### src/hw/rtl/lrupr_pkg.sv
`default_nettype none

package lrupr_pkg;

  localparam int MAX_FRAMES = 16;
  localparam int PAGE_BITS  = 16;
  localparam int IDX_W      = $clog2(MAX_FRAMES);
  localparam int CNT_W      = $clog2(MAX_FRAMES + 1);
  localparam int CFG_W      = 5;
  localparam int FAULT_W    = 32;

  localparam logic [CFG_W-1:0]   FRAMES_RESET = CFG_W'(4);
  localparam logic [FAULT_W-1:0] FAULT_MAX    = {FAULT_W{1'b1}};

  typedef logic [PAGE_BITS-1:0] page_t;
  typedef logic [IDX_W-1:0]     idx_t;
  typedef logic [CNT_W-1:0]     cnt_t;

  // One write into the recency stack.
  typedef struct packed {
    logic  en;
    idx_t  addr;
    page_t data;
  } stack_wr_t;

  // Finished outcome of one reference.
  typedef struct packed {
    logic               hit;
    logic               ev_valid;
    page_t              ev_page;
    logic [FAULT_W-1:0] faults;
  } result_t;

endpackage

`default_nettype wire

### src/hw/rtl/lrupr_stack.sv
`default_nettype none

module lrupr_stack (
  input  wire logic              clk,
  input  wire lrupr_pkg::idx_t   rd_addr,
  output lrupr_pkg::page_t       rd_data,
  input  wire lrupr_pkg::stack_wr_t wr
);
  import lrupr_pkg::*;

  // Entry 0 is the most recent page. Only entries below the resident count
  // are ever read, so no reset is needed.
  page_t entries [MAX_FRAMES];

  always_ff @(posedge clk) begin
    if (wr.en) begin
      entries[wr.addr] <= wr.data;
    end
  end

  assign rd_data = entries[rd_addr];

endmodule

`default_nettype wire

### src/hw/rtl/lrupr_ctrl.sv
`default_nettype none

module lrupr_ctrl (
  input  wire logic                    clk,
  input  wire logic                    rst,
  input  wire logic                    start,
  input  wire lrupr_pkg::page_t        start_page,
  input  wire logic [lrupr_pkg::CFG_W-1:0] frames_cfg,
  input  wire logic                    out_free,
  output logic                         idle,
  output logic                         done,
  output lrupr_pkg::result_t           result,
  output lrupr_pkg::idx_t              rd_addr,
  input  wire lrupr_pkg::page_t        rd_data,
  output lrupr_pkg::stack_wr_t         wr
);
  import lrupr_pkg::*;

  typedef enum logic [1:0] {
    ST_IDLE,
    ST_SEARCH,
    ST_SHIFT
  } state_t;

  state_t             state;
  page_t              page;
  cnt_t               cap;
  idx_t               idx;
  idx_t               shift_pos;
  cnt_t               resident;
  logic [FAULT_W-1:0] faults;
  logic               hit;
  logic               ev_valid;
  page_t              ev_page;

  cnt_t cap_next;
  logic match;
  logic last;
  logic finish;

  // Clamp the configured frame count into 1..MAX_FRAMES.
  always_comb begin
    if (frames_cfg == '0) begin
      cap_next = cnt_t'(1);
    end else if ({{(CNT_W + CFG_W){1'b0}}, frames_cfg} >
                 (CNT_W + CFG_W + CFG_W)'(MAX_FRAMES)) begin
      cap_next = cnt_t'(MAX_FRAMES);
    end else begin
      cap_next = cnt_t'(frames_cfg);
    end
  end

  // The shared compare unit looks at one stack entry per cycle.
  assign match  = (resident != '0) && (rd_data == page);
  assign last   = (cnt_t'(idx) + cnt_t'(1)) >= resident;
  assign finish = (state == ST_SHIFT) && (shift_pos == '0) && out_free;

  assign rd_addr = (state == ST_SHIFT) ? idx_t'(shift_pos - idx_t'(1)) : idx;
  assign idle    = (state == ST_IDLE);
  assign done    = finish;

  always_comb begin
    wr.en   = 1'b0;
    wr.addr = shift_pos;
    wr.data = rd_data;
    if (state == ST_SHIFT) begin
      if (shift_pos != '0) begin
        wr.en = 1'b1;
      end else if (out_free) begin
        wr.en   = 1'b1;
        wr.data = page;
      end
    end
  end

  assign result.hit      = hit;
  assign result.ev_valid = ev_valid;
  assign result.ev_page  = ev_page;
  assign result.faults   = faults;

  always_ff @(posedge clk) begin
    if (rst) begin
      state     <= ST_IDLE;
      resident  <= '0;
      faults    <= '0;
      idx       <= '0;
      shift_pos <= '0;
    end else begin
      case (state)
        ST_IDLE: begin
          if (start) begin
            page     <= start_page;
            cap      <= cap_next;
            idx      <= '0;
            hit      <= 1'b0;
            ev_valid <= 1'b0;
            ev_page  <= '0;
            state    <= ST_SEARCH;
          end
        end
        ST_SEARCH: begin
          if (match) begin
            hit       <= 1'b1;
            shift_pos <= idx;
            state     <= ST_SHIFT;
          end else if ((resident == '0) || last) begin
            if (resident < cap) begin
              shift_pos <= idx_t'(resident);
              resident  <= resident + cnt_t'(1);
            end else begin
              // All frames are taken: the bottom entry, read this cycle, goes.
              ev_valid  <= 1'b1;
              ev_page   <= rd_data;
              shift_pos <= idx_t'(resident - cnt_t'(1));
            end
            if (faults != FAULT_MAX) begin
              faults <= faults + FAULT_W'(1);
            end
            state <= ST_SHIFT;
          end else begin
            idx <= idx + idx_t'(1);
          end
        end
        ST_SHIFT: begin
          if (shift_pos != '0) begin
            shift_pos <= shift_pos - idx_t'(1);
          end else if (out_free) begin
            state <= ST_IDLE;
          end
        end
        default: begin
          state <= ST_IDLE;
        end
      endcase
    end
  end

endmodule

`default_nettype wire

### src/hw/rtl/lru_page_replacement.sv
`default_nettype none

// Channel   | Dir | Signals                      | Contents
// s_axis    | in  | tvalid, tready, tdata[15:0]  | requested_page
// m_axis    | out | tvalid, tready, tdata[55:0]  | hit, evicted_valid, evicted_page,
//           |     |                              | fault_count
// cfg       | in  | cfg_we, cfg_wdata[4:0]       | frames_in_use
//
// A reference is handled in steps: it is accepted while idle, the single page
// comparator then checks the stack entries from the top until a hit or the
// last resident entry, and the stack then shifts one entry per cycle down to
// the position being refilled before the new page is written into entry 0.
// Synchronous reset empties the stack, zeroes the fault count and sets the
// frame count to 4. A result word waits in the output register while the
// next reference is already being worked on; only the final stack write
// waits for that register to free up.

module lru_page_replacement (
  input  wire logic        clk,
  input  wire logic        rst,
  // Reference input.
  input  wire logic        s_axis_tvalid,
  output logic             s_axis_tready,
  input  wire logic [15:0] s_axis_tdata,   // [15:0] requested_page
  // Result output.
  output logic             m_axis_tvalid,
  input  wire logic        m_axis_tready,
  output logic [55:0]      m_axis_tdata,   // [0] hit, [1] evicted_valid,
                                           // [17:2] evicted_page,
                                           // [49:18] fault_count, rest zero
  // Frame count register.
  input  wire logic        cfg_we,
  input  wire logic [4:0]  cfg_wdata
);
  import lrupr_pkg::*;

  logic [CFG_W-1:0] frames_in_use;
  logic             idle;
  logic             done;
  logic             out_free;
  result_t          result;
  result_t          out_word;
  idx_t             rd_addr;
  page_t            rd_data;
  stack_wr_t        wr;

  // The user must write the frame count register only while the block is idle; the block itself does not enforce this.
  always_ff @(posedge clk) begin
    if (rst) begin
      frames_in_use <= FRAMES_RESET;
    end else if (cfg_we) begin
      frames_in_use <= cfg_wdata;
    end
  end

  assign s_axis_tready = idle;

  // The output register can take a new word when empty or being drained.
  assign out_free = !m_axis_tvalid || m_axis_tready;

  lrupr_ctrl u_ctrl (
    .clk        (clk),
    .rst        (rst),
    .start      (s_axis_tvalid && s_axis_tready),
    .start_page (page_t'(s_axis_tdata)),
    .frames_cfg (frames_in_use),
    .out_free   (out_free),
    .idle       (idle),
    .done       (done),
    .result     (result),
    .rd_addr    (rd_addr),
    .rd_data    (rd_data),
    .wr         (wr)
  );

  lrupr_stack u_stack (
    .clk     (clk),
    .rd_addr (rd_addr),
    .rd_data (rd_data),
    .wr      (wr)
  );

  // Output register: the finished word is held here until taken.
  always_ff @(posedge clk) begin
    if (rst) begin
      m_axis_tvalid <= 1'b0;
    end else if (done) begin
      m_axis_tvalid <= 1'b1;
    end else if (m_axis_tready) begin
      m_axis_tvalid <= 1'b0;
    end
  end

  always_ff @(posedge clk) begin
    if (done) begin
      out_word <= result;
    end
  end

  assign m_axis_tdata = {6'd0, out_word.faults, 16'(out_word.ev_page),
                         out_word.ev_valid, out_word.hit};

endmodule

`default_nettype wire

### config.mk
export PLATFORM = sky130hd
export DESIGN_NAME = lru_page_replacement
export DESIGN_NICKNAME = d
export VERILOG_FILES = /design/src/hw/rtl/lrupr_pkg.sv /design/src/hw/rtl/lrupr_stack.sv /design/src/hw/rtl/lrupr_ctrl.sv /design/src/hw/rtl/lru_page_replacement.sv
export SDC_FILE = /design/constraint.sdc
export NUM_CORES = 1
export LEC_CHECK = 0
export ABC_AREA = 1
export BUFFER_PORTS_ARGS = -buffer_cell sky130_fd_sc_hd__buf_2
export CORE_UTILIZATION = 62
export DETAILED_ROUTE_END_ITERATION = 6
export PLACE_DENSITY = 0.8
export SLEW_MARGIN = 25
export SYNTH_ARGS = -nofsm -noshare
export SYNTH_HDL_FRONTEND = slang
export SYNTH_HIERARCHICAL = 1
export SYNTH_SLANG_ARGS = --single-unit
### constraint.sdc
create_clock -name clk -period 5.6 [get_ports clk]
set_clock_uncertainty 0.15 [all_clocks]
set_input_delay 0.56 -clock clk [delete_from_list [all_inputs] [get_ports clk]]
set_output_delay 0.56 -clock clk [all_outputs]
set_load 0.02 [all_outputs]
* Yosys cells after proc, flatten, opt, wreduce, memory -nomap -nowiden *
Memories as Yosys holds them, arrays and structs flattened.
Cells that the tools add are included.

operators by class
  add/sub/neg operators = 6
  magnitude comparators = 3
  equality and inequality tests = 14
  muxes and demuxes = 39
  bitwise operators = 2
  reduce and logical (&&, ||, !) cells = 25

operators by type and width
  cell                                                                 number
  16-bit 2-to-1 mux                                                    7
  32-bit by 1-bit adder with 32-bit output (second input constant)     1
  4-bit 2-to-1 mux                                                     8
  32-bit != test (second input constant)                               1
  16-bit case mux with 2 select lines                                  1
  4-bit AND reduction                                                  5
  16-bit == test                                                       1
  4-bit case mux with 2 select lines                                   2
  1-bit 2-to-1 mux                                                     12
  5-bit logical NOT                                                    2
  2-bit 2-to-1 mux                                                     5
  2-bit != test (second input constant)                                5
  2-bit by 1-bit != test with 1-bit output (second input constant)     4
  4-bit by 1-bit subtractor with 4-bit output (second input constant)  2
  2-bit case mux with 3 select lines                                   1
  3-bit AND reduction                                                  2
  6-bit AND reduction                                                  1
  2-bit nonzero test                                                   3
  4-bit by 1-bit adder with 5-bit output (second input constant)       1
  5-bit by 1-bit adder with 5-bit output (second input constant)       1
  5-bit >= comparator                                                  1
  5-bit > comparator (second input constant)                           1
  5-bit < comparator                                                   1
  5-bit 2-to-1 mux                                                     1
  14 further kinds                                                     20

word-level totals
  register bits after elaboration = 142
  bits in writable memories = 256
  memories kept = 1

memories
  name             depth  width  rd ports  clocked after Yosys merged registers in  write ports  line               text
  u_stack.entries  16     16     1         0                                        1            lrupr_stack.sv:13  page_t entries [MAX_FRAMES];

* Longest topological paths before layout *
  depth after elaboration = 7
  mapped depth = 26
  gate-level depth less buffers = 23

* Modules after synthesis *
Netlist, hierarchy kept.

modules (own cells, without submodules)
  module                times used  cells each  area an instance (µm²)  sequential area each (µm²)
  lrupr_stack           1           1,060       11,065.6                7,687.4
  lrupr_ctrl            1           738         5,351.4                 2,112.0
  lru_page_replacement  1           86          1,764.2                 1,621.6

* Worst setup path before layout *
Ideal clock, no wire load.

  path kind = register to register
  from = reg u_ctrl.state[1]
  to = reg u_ctrl.ev_page[0] (enable)
  setup time = 0.435 ns
  data arrival time = 4.248 ns
  data required time = 5.015 ns
  setup slack = 0.767 ns
  stages on the path, launching flop included = 21
  path buffers = 4
  period minus slack after synthesis = 4.833 ns
  cell sequence = dfxtp_1 > inv_2 > nor2_4 > inv_2 > or2_2 > nand2_1 > buf_2 > buf_2 > nand3_1 > nand3_1 > nand3_1 > nand2_1 > inv_1 > or2_1 > nand3_1 > nor2_1 > nand3_4 > buf_4 > buf_4 > nor2_1 > nor4_1

between the ends
  word-level cells in the longest chain between the ends = 7

ends and longest elaborated chain
  item                           line                        text
  start, declared                lrupr_ctrl.sv:25            state_t state;
  start signal, assigned         lrupr_ctrl.sv:83            state <= ST_IDLE;
  start signal, assigned         lrupr_ctrl.sv:98            state <= ST_SEARCH;
  start signal, assigned         lrupr_ctrl.sv:105           state <= ST_SHIFT;
  2-bit == test                  lrupr_ctrl.sv:58            assign rd_addr = (state == ST_SHIFT) ? idx_t'(shift_pos - idx_t'(1)) : idx;
  4-bit 2-to-1 mux               lrupr_ctrl.sv:58
  named net rd_addr[1]           lru_page_replacement.sv:43  idx_t rd_addr;
  memory read 16 x 16 bit        -
  named net rd_data[8]           lru_page_replacement.sv:44  page_t rd_data;
  16-bit == test                 lrupr_ctrl.sv:54            assign match = (resident != '0) && (rd_data == page);
  1-bit logical AND              lrupr_ctrl.sv:54
  2-bit != test (no line)        -
  6-bit AND reduction (no line)  -
  end signal, assigned           lrupr_ctrl.sv:113           ev_page <= rd_data;
  end, declared                  lrupr_ctrl.sv:34            page_t ev_page;

The timed path passes the listed nets, and every way through them passes these cells.
A chain may end at the register's enable or synchronous reset.

* Final worst setup path *
  from = reg u_ctrl.state[1]
  to = reg u_ctrl.faults[15]

between the ends
  word-level cells in the longest chain between the ends = 7

ends and longest elaborated chain
  item                           line                        text
  2-bit == test                  lrupr_ctrl.sv:58
  4-bit 2-to-1 mux               lrupr_ctrl.sv:58
  named net rd_addr[0]           lru_page_replacement.sv:43
  memory read 16 x 16 bit        -
  named net rd_data[5]           lru_page_replacement.sv:44
  16-bit == test                 lrupr_ctrl.sv:54
  1-bit logical AND              lrupr_ctrl.sv:54
  1-bit inverter (no line)       -
  4-bit AND reduction (no line)  -
  end signal, assigned           lrupr_ctrl.sv:117           faults <= faults + FAULT_W'(1);
  end, declared                  lrupr_ctrl.sv:31            logic [FAULT_W-1:0] faults;

The timed path passes the listed nets, and every way through them passes these cells.

==> impl_results.md <==
- Largest net degree at the start of global routing: 93
- Row Count: 62
- CP max stage delay: 0.65 ns
- Avg Vias per Cell: 5.60
- RSZ-0062 raised after global routing: no
- Setup CP Type: flip-flop to flip-flop
- Setup TNS Final: 0 ns
- Critical path's slowest cell: buf_4
- First-pass GRT wire length: 66.9 mm
- Final Hold Viols: 0
- I/O pin count: 84
- Minimum clock period: 4.91 ns
- Power Total: 0.00790 W
- Routing usage on met2: 48.2%
- Drt pass-1 iters: 6
- Synth top area share: 57.0%
- Hold Buf Count CTS: 0
- Main synth FF type: edfxtp_1
- Final wirelength: 42.8 mm
- Worst-margin pin slew: 1.01 ns
- Dpl hpwl: 25.7 mm
- Num CTS Buffers: 40
- Worst IR drop on VDD: 266 uV
- Core box area: 28800 sq um
- Antenna Nets Post-Route: 0
- Avg WL per Cell: 18.1 microns
- Synth top cells by count: nand2_1, edfxtp_1, inv_1
- Power density over cell area: 390 nW/um^2
- Root buf cell: clkbuf_16
- GRT Max-Usage Layer: met2
- Area contributors post-synth: edfxtp_1, nand2_1, nand3_1, dfxtp_1, inv_1
- Routing usage on met1: 37.6%
- Synth cell types: 36
- Clk buf depth: 3
- Drt drc: 0
- Leakage power: 8.37 nW
- Die area: 30000 sq um
- Initial core utilization: 63.2%
- Synthesized area: 18200 sq um
- Most frequent cell after synthesis: nand2_1
- Vias in the first global route: 12560
- PortBufs: 77
- Most used cell, CP: nand2_1
- 1st-iter DRT viols: 1383
- Seq cells post-synth: 398
- Core Util, Final: 70.4%
- CP Cell Sequence: inv_2 > nor2_4 > nand2_1 > o21ai_4 > buf_4 > nand2_1 > nand2_1 > nand2_1 > nand3_1 > nand3_1 > nand2_1 > inv_1 > nand2_1 > nand2_1 > nor2_1 > nand2_1 > nor2_1 > nand3_4 > nand3_4 > nand2_1 > a21oi_1
- Worst path arrival time: 5.20 ns
- Grt total ovfl: 0
- H-tree levels: 2
- WP data required: 5.90 ns
- Area delta synth->final: 11.4%
- Die height: 173 microns
- Post-Syn Area per Cell: 9.65 sq um
- Yosys Warn Count: 6
- Post-synth ARST share: 0%
- Largest area contributor in the netlist: edfxtp_1
- Fin. max-slew vios: 0
- Mapped Cells: 1884
- Layout cell share with drive strength beyond 1: 12.2%
- Final Cycle Share: 87.6%
- Met3 usage: 4.71%
- Post CTS Setup Buffer Count: 0
- Sequential area share after synthesis: 62.8%
- Initial antenna violation count: 0
- CTS tree: built
- Setup-failing EPs final: 0
- Normalized max-slew margin: 31.9%
- Startpoint types: flip-flop
- ANT cells: 0
- Max Cap Violations: 0
- Number of flops mapped to enable cells by yosys: 345
- Hold Path Class: input pin to flip-flop
- Fillers: 1994
- Status: complete, no violations
- Setup WS pre-CTS: 0.458 ns
- Worst-path fanout max: 59
- Final #Nets: 1999
- Routability cong.: 0.905
- Vias: 13247
- Reg clk slew, reported paths: 0.06 ns
- Fmax: 204 MHz
- Clock latency on the worst-skew pair: 0.54 ns
- Critical path capture point type: flip-flop
- Final WS setup: 0.693 ns
- # clock sinks: 398
- Total GRT Usage: 28.8%
- Die Width: 173 microns
## sequential cells by signal, indices dropped and copies added (netlist names)
register          count
u_stack/entries     256
m_axis_tdata         50
u_ctrl/faults        32
u_ctrl/ev_page       16
u_ctrl/page          16
frames_in_use         5
u_ctrl/cap            5
u_ctrl/resident       5
u_ctrl/idx            4
u_ctrl/shift_pos      4
u_ctrl/state          2
m_axis_tvalid         1
u_ctrl/ev_valid       1
u_ctrl/hit            1
## timing repair
item,CTS,global route
resized for setup,0,1
setup endpoints to repair,0,1
hold endpoints to repair,0,0
## final cells by class
class                           count  area, sq um  share of cell area, %
Sequential cell                   398        11400                   56.4
Multi-Input combinational cell   1132         5350                   26.4
Clock buffer                       49         1100                   5.42
Inverter                          276         1040                   5.13
Timing Repair Buffer              108          631                   3.11
Tap cell                          384          480                   2.37
Clock inverter                     20          233                   1.15
## placed cells by master (no fill, tap or decap), drive strengths merged
cell    synthesis  final
inv           276    276
nor3            3      3
nand4          37     37
nor2          134    134
a21o            1      1
or2             2      2
nand3b         14     14
clkinv          0     15
ha             17     17
edfxtp        345    345
dfxtp          53     53
o21ai          29     29
buf            63    108
nand2         592    592
clkbuf         20     49
o21bai          1      1
a21oi          46     46
nand3         219    219
conb            1      6
xor2           17     17
o211ai          1      1
nor4            3      3
xnor2          10     10
bufinv          0      5
## final timing paths
kind | startpoint | slack [ns] | depth (start not counted) | end
worst min-delay path | s_axis_tdata[3] | 0.05 | 1 | u_ctrl/page[3]
worst max register to register | u_ctrl/state[1] | 0.69 | 21 | u_ctrl/faults[15]
worst min register to register | u_ctrl/ev_page[12] | 0.26 | 0 | m_axis_tdata[14]
worst max-delay path | u_ctrl/state[1] | 0.69 | 21 | u_ctrl/faults[15]
## power by group
group          leakage, nW  switching (W)  internal [W]
sequential            3.56      0.0000455       0.00364
clock                0.656        0.00108       0.00162
combinational         4.15        0.00113      0.000381
## cells by family (layout without fill, tap and decap cells)
kind of cell | Yosys count | in the layout | share of synthesized area (%)
other | 1 | 6 | 0.0206
adder cells (fa/ha/maj) | 17 | 17 | 1.17
AO/OA/AOI/OAI | 78 | 78 | 2.39
AND/OR/NAND/NOR | 1004 | 1004 | 23.9
flip-flops | 398 | 398 | 62.8
buffers and inverters | 359 | 453 | 8.44
XOR/XNOR | 27 | 27 | 1.30
## metrics by stage
stage / instances / area [sq um] / hold WS, ns
after floorplan: 1889 / 18200 / 0.250
after global placement: 2298 / 18900 / 0.253
after detailed placement: 2298 / 18900 / 0.255
after CTS: 2367 / 20200 / 0.0398
after global routing: 2367 / 20200 / 0.0446
final: 2367 / 20200 / 0.0481
## critical path: cells and delay by family, from the launching register on
kind	cells	cell delay (ns)
and+or+nand+nor	16	2.90
DFF	1	0.43
AOI/OAI and AO/OA	2	0.47
buffers and inverters	3	0.80
## per-layer routing
| layer | share of wire [%] | wire length [microns] |
|---|---|---|
| met5 | 0 | 0 |
| met4 | 3.4 | 1440 |
| met2 | 48 | 20700 |
| met1 | 39 | 16600 |
| met3 | 9.6 | 4110 |
(Power assumes the default switching activity.)
